**src/sv/b64e_pkg.sv**
```systemverilog
// ----------------------------------------------------------------------------
// b64e_pkg: shared types and constants of the base64 stream encoder
// Holds the queue entry layout, the result layout and the alphabet lookup.
// ----------------------------------------------------------------------------
`timescale 1ns / 1ps

package b64e_pkg;

  // Number of entries in the queue between front and back.
  localparam int unsigned QueueDepth = 2;

  // Register index of the capacity register on the configuration port.
  localparam logic REG_CAPACITY = 1'b0;

  // Capacity after reset.
  localparam logic [15:0] CAPACITY_RESET = 16'hFFFF;

  // ASCII codes used by the alphabet.
  localparam logic [7:0] ASCII_UPPER_A = 8'h41;
  localparam logic [7:0] ASCII_LOWER_A = 8'h61;
  localparam logic [7:0] ASCII_ZERO    = 8'h30;
  localparam logic [7:0] ASCII_PLUS    = 8'h2B;
  localparam logic [7:0] ASCII_SLASH   = 8'h2F;
  localparam logic [7:0] PAD_CHAR      = 8'h3D;

  // Number of pending bits held by the front between bytes.
  typedef enum logic [2:0] {
    LC_ZERO = 3'b001,
    LC_TWO  = 3'b010,
    LC_FOUR = 3'b100
  } lc_e;

  // One queue entry: up to two 6-bit groups to send, then optional padding
  // and the closing status when eom is set.
  typedef struct packed {
    logic [1:0][5:0] six;
    logic [1:0]      nchar;
    logic            eom;
  } job_t;

  // One result as it leaves the block.
  typedef struct packed {
    logic [7:0]  out_char;
    logic        is_char;
    logic        last_of_run;
    logic        status;
    logic [15:0] char_count;
  } res_t;

  // Standard base64 alphabet.
  function automatic logic [7:0] b64_char(input logic [5:0] idx);
    logic [7:0] wide;
    wide = {2'b00, idx};
    if (idx < 6'd26) begin
      return 8'(ASCII_UPPER_A + wide);
    end else if (idx < 6'd52) begin
      return 8'(ASCII_LOWER_A + wide - 8'd26);
    end else if (idx < 6'd62) begin
      return 8'(ASCII_ZERO + wide - 8'd52);
    end else if (idx == 6'd62) begin
      return ASCII_PLUS;
    end else begin
      return ASCII_SLASH;
    end
  endfunction

endpackage

```
**src/sv/b64e_front.sv**
```systemverilog
// ----------------------------------------------------------------------------
// b64e_front: bit buffer and request classifier
// Appends each byte to the pending bits, cuts out complete 6-bit groups and
// the flush group, and hands them to the queue as at most one entry per request.
// ----------------------------------------------------------------------------
`timescale 1ns / 1ps

module b64e_front (
  input  logic              clk_i,
  input  logic              rst_ni,
  input  logic              in_valid_i,
  input  logic [7:0]        data_byte_i,
  input  logic              byte_valid_i,
  input  logic              end_of_message_i,
  input  logic              full_i,
  output logic              push_o,
  output b64e_pkg::job_t    job_o
);

  b64e_pkg::lc_e lc_q, lc_d, lc_mid;
  logic [3:0]    bits_q, bits_d, bits_mid;
  logic          accept;

  assign accept = in_valid_i && !full_i;
  assign push_o = accept && (byte_valid_i || end_of_message_i);

  always_comb begin
    job_o     = '0;
    lc_mid    = lc_q;
    bits_mid  = bits_q;
    if (byte_valid_i) begin
      unique case (lc_q)
        b64e_pkg::LC_ZERO: begin
          job_o.six[0] = data_byte_i[7:2];
          job_o.nchar  = 2'd1;
          bits_mid     = {2'b00, data_byte_i[1:0]};
          lc_mid       = b64e_pkg::LC_TWO;
        end
        b64e_pkg::LC_TWO: begin
          job_o.six[0] = {bits_q[1:0], data_byte_i[7:4]};
          job_o.nchar  = 2'd1;
          bits_mid     = data_byte_i[3:0];
          lc_mid       = b64e_pkg::LC_FOUR;
        end
        b64e_pkg::LC_FOUR: begin
          job_o.six[0] = {bits_q, data_byte_i[7:6]};
          job_o.six[1] = data_byte_i[5:0];
          job_o.nchar  = 2'd2;
          bits_mid     = '0;
          lc_mid       = b64e_pkg::LC_ZERO;
        end
        default: begin
          bits_mid = '0;
          lc_mid   = b64e_pkg::LC_ZERO;
        end
      endcase
    end

    lc_d   = lc_mid;
    bits_d = bits_mid;
    if (end_of_message_i) begin
      // The flush group is left-aligned and zero-filled.
      unique case (lc_mid)
        b64e_pkg::LC_TWO: begin
          job_o.six[job_o.nchar[0]] = {bits_mid[1:0], 4'b0000};
          job_o.nchar               = 2'(job_o.nchar + 2'd1);
        end
        b64e_pkg::LC_FOUR: begin
          job_o.six[job_o.nchar[0]] = {bits_mid, 2'b00};
          job_o.nchar               = 2'(job_o.nchar + 2'd1);
        end
        default: begin
        end
      endcase
      job_o.eom = 1'b1;
      lc_d      = b64e_pkg::LC_ZERO;
      bits_d    = '0;
    end
  end

  always_ff @(posedge clk_i or negedge rst_ni) begin
    if (!rst_ni) begin
      lc_q   <= b64e_pkg::LC_ZERO;
      bits_q <= '0;
    end else if (accept) begin
      lc_q   <= lc_d;
      bits_q <= bits_d;
    end
  end

endmodule

```
**src/sv/b64e_queue.sv**
```systemverilog
// ----------------------------------------------------------------------------
// b64e_queue: short queue between front and back
// A small register queue that lets the front and the back stall on their own.
// ----------------------------------------------------------------------------
`timescale 1ns / 1ps

module b64e_queue (
  input  logic           clk_i,
  input  logic           rst_ni,
  input  logic           push_i,
  input  b64e_pkg::job_t job_i,
  input  logic           pop_i,
  output logic           full_o,
  output logic           valid_o,
  output b64e_pkg::job_t head_o
);

  localparam int unsigned Depth = b64e_pkg::QueueDepth;
  localparam int unsigned PtrW  = (Depth > 1) ? $clog2(Depth) : 1;
  localparam int unsigned CntW  = $clog2(Depth + 1);

  b64e_pkg::job_t  entry_q [Depth];
  logic [PtrW-1:0] wr_ptr_q, wr_ptr_d, rd_ptr_q, rd_ptr_d;
  logic [CntW-1:0] cnt_q, cnt_d;

  assign full_o  = (cnt_q == CntW'(Depth));
  assign valid_o = (cnt_q != '0);
  assign head_o  = entry_q[rd_ptr_q];

  always_comb begin
    wr_ptr_d = wr_ptr_q;
    rd_ptr_d = rd_ptr_q;
    cnt_d    = cnt_q;
    if (push_i) begin
      wr_ptr_d = (wr_ptr_q == PtrW'(Depth - 1)) ? '0 : PtrW'(wr_ptr_q + PtrW'(1));
    end
    if (pop_i) begin
      rd_ptr_d = (rd_ptr_q == PtrW'(Depth - 1)) ? '0 : PtrW'(rd_ptr_q + PtrW'(1));
    end
    if (push_i && !pop_i) begin
      cnt_d = CntW'(cnt_q + CntW'(1));
    end else if (pop_i && !push_i) begin
      cnt_d = CntW'(cnt_q - CntW'(1));
    end
  end

  always_ff @(posedge clk_i or negedge rst_ni) begin
    if (!rst_ni) begin
      wr_ptr_q <= '0;
      rd_ptr_q <= '0;
      cnt_q    <= '0;
    end else begin
      wr_ptr_q <= wr_ptr_d;
      rd_ptr_q <= rd_ptr_d;
      cnt_q    <= cnt_d;
    end
  end

  always_ff @(posedge clk_i) begin
    if (push_i) begin
      entry_q[wr_ptr_q] <= job_i;
    end
  end

endmodule

```
**src/sv/b64e_back.sv**
```systemverilog
// ----------------------------------------------------------------------------
// b64e_back: character sequencer and output register
// Works through one queue entry a step per cycle while the output is not stalled: groups, padding, status.
// Keeps the character count and the sticky overflow flag.
// ----------------------------------------------------------------------------
`timescale 1ns / 1ps

module b64e_back #(
  parameter int unsigned COUNT_WIDTH = 16
) (
  input  logic           clk_i,
  input  logic           rst_ni,
  input  logic           job_valid_i,
  input  b64e_pkg::job_t job_i,
  input  logic [15:0]    capacity_i,
  input  logic           out_stall_i,
  output logic           pop_o,
  output logic           out_valid_o,
  output b64e_pkg::res_t res_o
);

  localparam int unsigned ExtW = COUNT_WIDTH + 16;

  logic [COUNT_WIDTH-1:0] count_q, count_d, count_next;
  logic                   ovf_q, ovf_d;
  logic [1:0]             idx_q, idx_d, idx_inc;
  logic                   out_valid_q, out_valid_d;
  b64e_pkg::res_t         res_q, res_d;

  logic            can_load, step, kind_char, kind_pad;
  logic            suppress, next_suppress, last_char;
  logic [ExtW-1:0] cap_ext, cnt_ext, next_ext;
  logic [7:0]      ch;

  assign can_load   = !out_valid_q || !out_stall_i;
  assign step       = job_valid_i && can_load;
  assign kind_char  = (idx_q < job_i.nchar);
  assign kind_pad   = !kind_char && (count_q[1:0] != 2'b00);
  assign count_next = COUNT_WIDTH'(count_q + COUNT_WIDTH'(1));
  assign idx_inc    = 2'(idx_q + 2'd1);

  assign cap_ext       = {{COUNT_WIDTH{1'b0}}, capacity_i};
  assign cnt_ext       = {16'b0, count_q};
  assign next_ext      = {16'b0, count_next};
  assign suppress      = (cnt_ext >= cap_ext);
  assign next_suppress = (next_ext >= cap_ext);

  // Without end of message the entry ends on its last group; a later group
  // that will be dropped moves the end-of-run mark forward.
  assign last_char = !job_i.eom && ((idx_inc == job_i.nchar) || next_suppress);
  assign ch        = kind_char ? b64e_pkg::b64_char(job_i.six[idx_q[0]])
                               : b64e_pkg::PAD_CHAR;

  always_comb begin
    count_d     = count_q;
    ovf_d       = ovf_q;
    idx_d       = idx_q;
    res_d       = res_q;
    pop_o       = 1'b0;
    out_valid_d = out_valid_q && out_stall_i;
    if (step) begin
      priority if (kind_char || kind_pad) begin
        count_d = count_next;
        if (suppress) begin
          ovf_d = 1'b1;
        end else begin
          res_d.out_char    = ch;
          res_d.is_char     = 1'b1;
          res_d.last_of_run = last_char;
          res_d.status      = 1'b0;
          res_d.char_count  = next_ext[15:0];
          out_valid_d       = 1'b1;
        end
        if (kind_char) begin
          idx_d = idx_inc;
          if (!job_i.eom && (idx_inc == job_i.nchar)) begin
            pop_o = 1'b1;
            idx_d = '0;
          end
        end
      end else begin
        res_d.out_char    = '0;
        res_d.is_char     = 1'b0;
        res_d.last_of_run = 1'b1;
        res_d.status      = ovf_q || suppress;
        res_d.char_count  = cnt_ext[15:0];
        out_valid_d       = 1'b1;
        pop_o             = 1'b1;
        count_d           = '0;
        ovf_d             = 1'b0;
        idx_d             = '0;
      end
    end
  end

  always_ff @(posedge clk_i or negedge rst_ni) begin
    if (!rst_ni) begin
      count_q     <= '0;
      ovf_q       <= 1'b0;
      idx_q       <= '0;
      out_valid_q <= 1'b0;
    end else begin
      count_q     <= count_d;
      ovf_q       <= ovf_d;
      idx_q       <= idx_d;
      out_valid_q <= out_valid_d;
    end
  end

  always_ff @(posedge clk_i) begin
    res_q <= res_d;
  end

  assign out_valid_o = out_valid_q;
  assign res_o       = res_q;

endmodule

```
**src/sv/base64_stream_encoder_top.sv**
```systemverilog
// ----------------------------------------------------------------------------
// base64_stream_encoder_top: streaming base64 encoder with padded output
// A request's groups are held in the queue and then pass the output register.
// Throughput: at most one result per cycle while the output is not stalled; a
// byte yields one or two characters, an end-of-message request its flush group,
// pads and status. The front takes a request per cycle while the two-entry queue has room.
// Reset (rst_ni low, asynchronous): stream state, queue and output clear;
// capacity returns to 65535.
// ----------------------------------------------------------------------------
`timescale 1ns / 1ps

module base64_stream_encoder_top #(
  parameter int unsigned COUNT_WIDTH = 16
) (
  input  logic        clk_i,
  input  logic        rst_ni,

  // Input request channel.
  input  logic        in_valid_i,
  output logic        in_stall_o,
  input  logic [7:0]  data_byte_i,
  input  logic        byte_valid_i,
  input  logic        end_of_message_i,

  // Result channel.
  output logic        out_valid_o,
  input  logic        out_stall_i,
  output logic [7:0]  out_char_o,
  output logic        is_char_o,
  output logic        last_of_run_o,
  output logic        status_o,
  output logic [15:0] char_count_o,

  // Configuration port.
  input  logic        psel,
  input  logic        penable,
  input  logic        pwrite,
  input  logic [2:0]  paddr,
  input  logic [31:0] pwdata,
  output logic [31:0] prdata,
  output logic        pready
);

  // The only register is the output capacity, at byte address 0. It counts
  // one slot for a terminator, so a message whose final length reaches it is
  // reported as truncated.
  logic [15:0] capacity_q;
  logic        cfg_write;

  assign pready    = 1'b1;
  assign cfg_write = psel && penable && pwrite && pready &&
                     (paddr[2] == b64e_pkg::REG_CAPACITY);
  assign prdata    = (paddr[2] == b64e_pkg::REG_CAPACITY) ? {16'b0, capacity_q} : '0;

  always_ff @(posedge clk_i or negedge rst_ni) begin
    if (!rst_ni) begin
      capacity_q <= b64e_pkg::CAPACITY_RESET;
    end else if (cfg_write) begin
      capacity_q <= pwdata[15:0];
    end
  end

  // Front: keeps the 0, 2 or 4 pending bits and turns each request into one
  // queue entry holding the 6-bit groups to send and the end-of-message mark.
  // Requests that carry neither a byte nor an end mark are taken and dropped.
  logic           push;
  logic           full;
  b64e_pkg::job_t job_in;

  assign in_stall_o = full;

  b64e_front u_front (
    .clk_i           (clk_i),
    .rst_ni          (rst_ni),
    .in_valid_i      (in_valid_i),
    .data_byte_i     (data_byte_i),
    .byte_valid_i    (byte_valid_i),
    .end_of_message_i(end_of_message_i),
    .full_i          (full),
    .push_o          (push),
    .job_o           (job_in)
  );

  // Queue: decouples the front from the back so that a stalled output does
  // not block the next request until the queue fills.
  logic           pop;
  logic           head_valid;
  b64e_pkg::job_t head;

  b64e_queue u_queue (
    .clk_i  (clk_i),
    .rst_ni (rst_ni),
    .push_i (push),
    .job_i  (job_in),
    .pop_i  (pop),
    .full_o (full),
    .valid_o(head_valid),
    .head_o (head)
  );

  // Back: one step per cycle through the head entry while the output is not
  // stalled. Characters past the capacity are counted but not sent, and set a
  // sticky overflow flag. On end of message it pads with '=' to a multiple of four and sends status.
  b64e_pkg::res_t res;

  b64e_back #(
    .COUNT_WIDTH(COUNT_WIDTH)
  ) u_back (
    .clk_i      (clk_i),
    .rst_ni     (rst_ni),
    .job_valid_i(head_valid),
    .job_i      (head),
    .capacity_i (capacity_q),
    .out_stall_i(out_stall_i),
    .pop_o      (pop),
    .out_valid_o(out_valid_o),
    .res_o      (res)
  );

  assign out_char_o    = res.out_char;
  assign is_char_o     = res.is_char;
  assign last_of_run_o = res.last_of_run;
  assign status_o      = res.status;
  assign char_count_o  = res.char_count;

endmodule

```
**config.mk**
```make
export PLATFORM = sky130hd
export DESIGN_NAME = base64_stream_encoder_top
export DESIGN_NICKNAME = d
export VERILOG_FILES = /design/src/sv/b64e_pkg.sv /design/src/sv/b64e_front.sv /design/src/sv/b64e_queue.sv /design/src/sv/b64e_back.sv /design/src/sv/base64_stream_encoder_top.sv
export SDC_FILE = /design/constraint.sdc
export NUM_CORES = 1
export LEC_CHECK = 0
export ABC_AREA = 1
export BUFFER_PORTS_ARGS = -buffer_cell sky130_fd_sc_hd__clkbuf_2
export CAP_MARGIN = 0
export CORE_MARGIN = 8
export CORE_UTILIZATION = 45
export CTS_CLUSTER_DIAMETER = 30
export DETAILED_ROUTE_END_ITERATION = 6
export PLACE_DENSITY = 0.69
export SETUP_SLACK_MARGIN = 0.5
export SYNTH_ARGS = -nofsm -noshare
export SYNTH_HDL_FRONTEND = slang
export SYNTH_SLANG_ARGS = --single-unit
```
**constraint.sdc**
```tcl
create_clock -name clk_i -period 2.7 [get_ports clk_i]
set_input_delay 0.135 -clock clk_i [delete_from_list [all_inputs] [get_ports clk_i]]
set_output_delay 0.135 -clock clk_i [all_outputs]
set_load 0.1 [all_outputs]
```
Word-level counts from Yosys, hierarchy flattened
Memories as Yosys holds them, arrays and structs flattened.
Cells that the tools add are included.

storage, ports and cells
  RAM bits = 30
  bits of input ports = 52
  memories kept = 1
  output and inout port bits = 62
  register bits = 74

cells by class
  bitwise operators = 1
  muxes and demuxes = 44
  equality and inequality tests = 11
  reduce and logical (&&, ||, !) cells = 31
  add/subtract/negate cells = 12
  $lt $le $gt $ge = 9

memories
  name             words  bits a word  rd ports  clocked after Yosys merged registers in  wr ports  RTL line          text
  u_queue.entry_q  2      15           1         0                                        1         b64e_queue.sv:22  b64e_pkg::job_t entry_q [Depth];

operators by type and width
  kind                                                                number
  16-bit greater-or-equal comparator                                  2
  16-bit two-way mux                                                  2
  8-bit two-way mux                                                   4
  14-bit case mux with 2 select lines                                 1
  27-bit two-way mux                                                  1
  12-bit bitwise mux                                                  2
  6-bit two-way mux                                                   4
  8-bit case mux with 3 select lines                                  1
  17-bit two-way mux                                                  1
  16-bit by 1-bit adder with 16-bit output, second input constant     1
  7-bit by 6-bit adder with 8-bit output, first input constant        2
  15-bit two-way mux                                                  1
  14-bit two-way mux                                                  1
  1-bit logical AND                                                   13
  1-bit two-way mux                                                   13
  6-bit < comparator, second input constant                           2
  2-bit two-way mux                                                   5
  3-bit two-way mux                                                   3
  4-bit two-way mux                                                   2
  4-bit case mux with 2 select lines                                  1
  8-bit by 5-bit subtractor with 8-bit output, second input constant  1
  8-bit by 6-bit subtractor with 8-bit output, second input constant  1
  6-bit by 6-bit adder with 7-bit output, first input constant        1
  1-bit logical NOT                                                   7
  21 further kinds                                                    36

Depth between registers and ports, before layout
An unclocked memory read counts as a cell.

  depth in word-level cells = 11
  depth in mapped cells = 17
  mapped depth without buffers = 17

Hierarchy
A second synthesis with hierarchy kept.

second synthesis, totals
  cell total of the unflattened synthesis = 865
  area, all modules = 6932.9 µm²

by module, submodules not included
  module                     cells an instance  area each (µm²)  instances
  b64e_back                  496                3694.8           1
  b64e_queue                 72                 1341.3           1
  base64_stream_encoder_top  125                958.4            1
  b64e_front                 172                938.4            1

Worst setup path before layout
OpenSTA, ideal clock, no wires.

  kind = register to register
  from = register u_queue.rd_ptr_q
  to = register u_back.res_q, in the netlist u_back.res_o[0] (enable)
  path slack = -0.009 ns
  arrival time = 2.325 ns
  clock period less this slack = 2.709 ns
  stages on the path, launching flop included = 13
  buffers on the path = 3
  cell sequence = dfrtp_1 buf_6 inv_6 buf_6 nand2_1 nand2_1 inv_1 ha_1 a21oi_2 nor2_1 clkbuf_1 nand2_1 nand2_1

between the ends
  cells in the longest elaborated chain, start to end = 7

RTL lines
  item                                    RTL line          text
  start, declared                         b64e_queue.sv:23  logic [PtrW-1:0] wr_ptr_q, wr_ptr_d, rd_ptr_q, rd_ptr_d;
  start signal, assigned                  b64e_queue.sv:54  rd_ptr_q <= rd_ptr_d;
  memory 2 x 15 bit *                     n/a
  2-bit < comparator *                    b64e_back.sv:37   assign kind_char = (idx_q < job_i.nchar);
  1-bit logical NOT                       b64e_back.sv:38   assign kind_pad = !kind_char && (count_q[1:0] != 2'b00);
  1-bit logical AND                       b64e_back.sv:38
  1-bit logical OR *                      b64e_back.sv:62   priority if (kind_char || kind_pad) begin
  2-bit != test (no source line) *        n/a
  2-bit AND reduction (no source line) *  n/a
  end signal, assigned                    b64e_back.sv:111  res_q <= res_d;
  end, declared                           b64e_back.sv:28   b64e_pkg::res_t res_q, res_d;

Every way passes the cells marked *; elsewhere a longest branch is shown, timed or not.
A chain may end at the register's enable or synchronous reset.

Worst setup path after layout
  from = register u_back.count_q[0]
  to = register u_back.res_q, in the netlist u_back.res_o[17], data pin

between the ends
  cells in the longest elaborated chain, start to end = 5

RTL lines
  item                                      RTL line          text
  start, declared                           b64e_back.sv:24   logic [COUNT_WIDTH-1:0] count_q, count_d, count_next;
  start signal, assigned                    b64e_back.sv:103  count_q <= count_d;
  16-bit by 1-bit adder with 16-bit output  b64e_back.sv:39   assign count_next = COUNT_WIDTH'(count_q + COUNT_WIDTH'(1));
  16-bit greater-or-equal comparator        b64e_back.sv:46   assign next_suppress = (next_ext >= cap_ext);
  1-bit logical OR                          b64e_back.sv:50   assign last_char = !job_i.eom && ((idx_inc == job_i.nchar) || next_suppress);
  1-bit logical AND                         b64e_back.sv:50
  27-bit two-way mux                        b64e_back.sv:64   if (suppress) begin

Several ways; a longest one is shown, not always the timed one. The select of a mux whose other input is x is not followed.

==> summary.md <==
Yosys
* top flip-flop cell by instance count after synthesis: sky130_fd_sc_hd__edfxtp_1
* warnings from Yosys: 0
* Post-synth ARST share: 45.2%
* share of the synthesized area in the top cell type: 26.0%
* count of state elements after synthesis: 104
* mean post-synth cell area: 8.64 um^2
* most area-hungry cell type in the Yosys netlist: sky130_fd_sc_hd__edfxtp_1
* most used standard cells in the synthesized netlist: sky130_fd_sc_hd__nand2_1 (148), sky130_fd_sc_hd__inv_1 (90), sky130_fd_sc_hd__nor2_1 (70), sky130_fd_sc_hd__edfxtp_1 (57), sky130_fd_sc_hd__ha_1 (48)
* leading post-synthesis cells by cell area: sky130_fd_sc_hd__edfxtp_1 (26%), sky130_fd_sc_hd__dfrtp_1 (11%), sky130_fd_sc_hd__ha_1 (9.1%)
* Synth cell types: 47
* netlist area before placement: 6590 um^2
* Synth Instances: 763
* most repeated cell in the gate-level netlist after synthesis: sky130_fd_sc_hd__nand2_1
* part of the Yosys area used for sequential elements: 44.2%
* number of enable-type register cells in the synthesized netlist: 57

Detailed routing
* first-pass iteration count of the detailed router: 5
* average via count per standard cell: 5.11
* post-detailed-route count of antenna-violating nets: 0
* per-cell routed wire length: 15.0 um
* initial drt markers: 501
* number of remaining DRC errors: 0
* routed vias: 5687
* drt total wl: 16.7 mm

Floorplanning
* overall die width: 137 um
* Core Region: 14400 um^2
* y dimension of the die: 137 um
* count of boundary I/O pins: 114
* effective utilization at floorplan: 45.7%
* die area: 18800 um^2
* total number of placement rows: 44

STA
* unrepaired setup endpoints after global routing: yes
* TNS Setup: 0 ps
* time the final worst path needs with I/O delays and setup: 2480 ps
* Final Hold Fails: 1
* final-report max-slew violation count: 0
* fin crit share: 91.8%
* worst max-slew margin expressed relative to the limit: 47.8%
* Final Setup Violations: 0
* worst-margin pin slew: 763 ps
* setup skew after layout: 7.41 ps
* Post-Route Hold Slack: -2.86 ps
* achievable clock frequency: 0.403 GHz

Worst setup path
* largest fanout of any net on the critical path: 2
* required time at the worst-slack endpoint: 2810 ps
* delay of the slowest cell on the worst path: 380 ps
* reg2reg setup slack: 220 ps
* Crit path buffers/inverters: 3
* slowest library cell on the worst path: sky130_fd_sc_hd__dfrtp_1
* endpoint arrival time on the critical path: 2590 ps
* ordered list of cells on the worst path: ha_2 > nand2_2 > nor2_4 > nand2_2 > nor2_4 > inv_2 > nor2_4 > xor2_2 > ha_1 > nand2_2 > inv_2 > nand3_2 > inv_2 > a21oi_2 > nand4_1 > nand2_1 > nand2_1
* startpoint types: register
* category of the critical setup timing path: register to register
* Crit path max-delay family: simple AND/OR/NAND/NOR gates
* CP endpoint kind: register

Status
* failing checks: hold timing
* run status: complete, but fails checks

Global routing
* grt total ovfl: 0
* number of global-route vias before repair: 5247
* wire length of the first global-routing pass: 26.2 mm
* largest net degree at the start of global routing: 33
* initial antenna violation count: 0
* global-route usage over all layers: 17.6%

Final layout
* filler instances: 1266
* Final Util: 59.0%
* proportion of layout cells with a drive suffix above 1: 36.1%
* number of antenna diodes: 0
* post-layout net count: 1023
* area occupied by multi-input gates: 3580 um^2
* register area: 2910 um^2
* signed area change from the synthesized netlist to the final layout: 29.1%

CTS
* library cell used as clock root buffer: sky130_fd_sc_hd__clkbuf_16
* # H-tree levels: 3
* clock slew at reported path FFs: 70 ps
* Clock Sinks: 104
* CTS tree: yes
* insertion delay of the later-clocked pin in the worst-skew pair: 360 ps
* clock tree buffer depth: 2
* Num CTS Buffers: 9

Placed design
* routability-driven placement congestion ratio: 0.950
* total half-perimeter wirelength after legalization and detailed placement: 11.7 mm
* PortBufs: 78

Job
* number of maximum-capacitance violations: 0

Power
* PD cells: 1320 nW/um^2
* leakage power of the design: 0.00397 uW
* largest voltage drop on the vdd net: 0.610 mV

Hold path
* type of the most critical hold path: input port to register

-- cells in the final DEF, fill, tap and decap left out, types with 20 or more instances in the layout --
cell type                  instances
sky130_fd_sc_hd__inv_1            76
sky130_fd_sc_hd__o21ai_1          20
sky130_fd_sc_hd__inv_2            24
sky130_fd_sc_hd__nor2_1           66
sky130_fd_sc_hd__nand3_1          20
sky130_fd_sc_hd__edfxtp_1         57
sky130_fd_sc_hd__nand2_2          26
sky130_fd_sc_hd__o21ai_0          35
sky130_fd_sc_hd__a21oi_1          38
sky130_fd_sc_hd__dfrtp_1          26
sky130_fd_sc_hd__nand2_1         132
sky130_fd_sc_hd__ha_1             32
sky130_fd_sc_hd__clkbuf_2         78
sky130_fd_sc_hd__buf_4            69
-- tightest hold or removal path: stages --
cell and delay, ps:
sky130_fd_sc_hd__clkbuf_2 80, sky130_fd_sc_hd__nor2_1 90, sky130_fd_sc_hd__a21oi_1 50
-- layer usage --
metal,global-route usage (%),part of all wire (%),wire length [um]
met5,0,0,0
met4,6.22,1.6,272
met3,3.12,6.0,1000
met2,26.6,45,7540
met1,24.7,47,7900
-- registers in the layout, indices dropped and copies added, names as in the netlist --
name / cells
u_front.lc_q: 3
u_front.bits_q: 4
u_back.out_valid_o: 1
u_queue.cnt_q: 2
u_queue.entry_q: 30
u_back.ovf_q: 1
u_back.count_q: 16
capacity_q: 16
u_queue.wr_ptr_q: 1
u_back.idx_q: 2
u_queue.rd_ptr_q: 1
u_back.res_o: 27
-- final cells by class --
cell class | count | area share, %
clock buffer | 14 | 3.10
multi-input combinational | 538 | 42.1
clock inverter | 2 | 0.162
sequential | 104 | 34.3
tap | 184 | 2.71
timing repair buffer | 163 | 12.6
inverter | 106 | 4.93
timing repair inverter | 1 | 0.0736
-- power by group --
part | total (uW) | internal (uW) | switching [uW] | leakage [uW]
Clock | 1270 | 680 | 586 | 0.000137
Combinational | 7290 | 2220 | 5080 | 0.00270
Sequential | 2630 | 2380 | 246 | 0.00113
Total | 11200 | 5280 | 5910 | 0.00397
-- worst paths after layout --
path                                          startpoint                             end  depth (start not counted)
max                        u_back.count_q[0]$_DFFE_PN0P_  u_back.res_o[17]$_SDFFCE_PP1P_                         17
max reg2reg                u_back.count_q[0]$_DFFE_PN0P_  u_back.res_o[17]$_SDFFCE_PP1P_                         17
min                                           pwdata[15]      capacity_q[15]$_DFFE_PN1P_                          3
min reg2reg                 u_queue.wr_ptr_q$_DFFE_PN0P_    u_queue.wr_ptr_q$_DFFE_PN0P_                          1
max in group asynchronous                         rst_ni      capacity_q[12]$_DFFE_PN1P_                          3
min in group asynchronous                         rst_ni   u_back.count_q[6]$_DFFE_PN0P_                          2
-- kinds of logic after synthesis --
group                      after synthesis  synth area share (%)
AOI/OAI and AO/OA                      148                  12.8
xor gates and xnor gates                17                  2.49
adders and majority gates               48                  9.12
buffers and inverters                  140                  9.59
other                                    2                 0.114
DFF                                    104                  44.2
and+or+nand+nor                        304                  21.8
-- metrics by stage --
stage / instances / area [um^2] / worst slack, ps / power [uW] / hold slack, ps
2_1_floorplan: 778 / 6690 / 411 / 7450 / -161
3_3_place_gp: 1022 / 7200 / 141 / 8460 / 107
3_5_place_dp: 1022 / 7200 / 91.1 / 8530 / 107
4_1_cts: 1089 / 7990 / 245 / 10400 / 2.76
5_1_grt: 1112 / 8500 / 104 / 11900 / 11.6
6_report: 1112 / 8500 / 220 / 11200 / -2.86
-- what timing repair did --
action / 4_1_cts / 5_1_grt
pin swaps: 28 / 31
buffers inserted: 38 / 20
resized for setup: 31 / 78
hold endpoints to repair: 21 / 0
hold buffers: 11 / 0
endpoints found under the setup margin: 52 / 59
cloned: 2 / 3
Note: power is estimated with default switching activity, not from simulation.
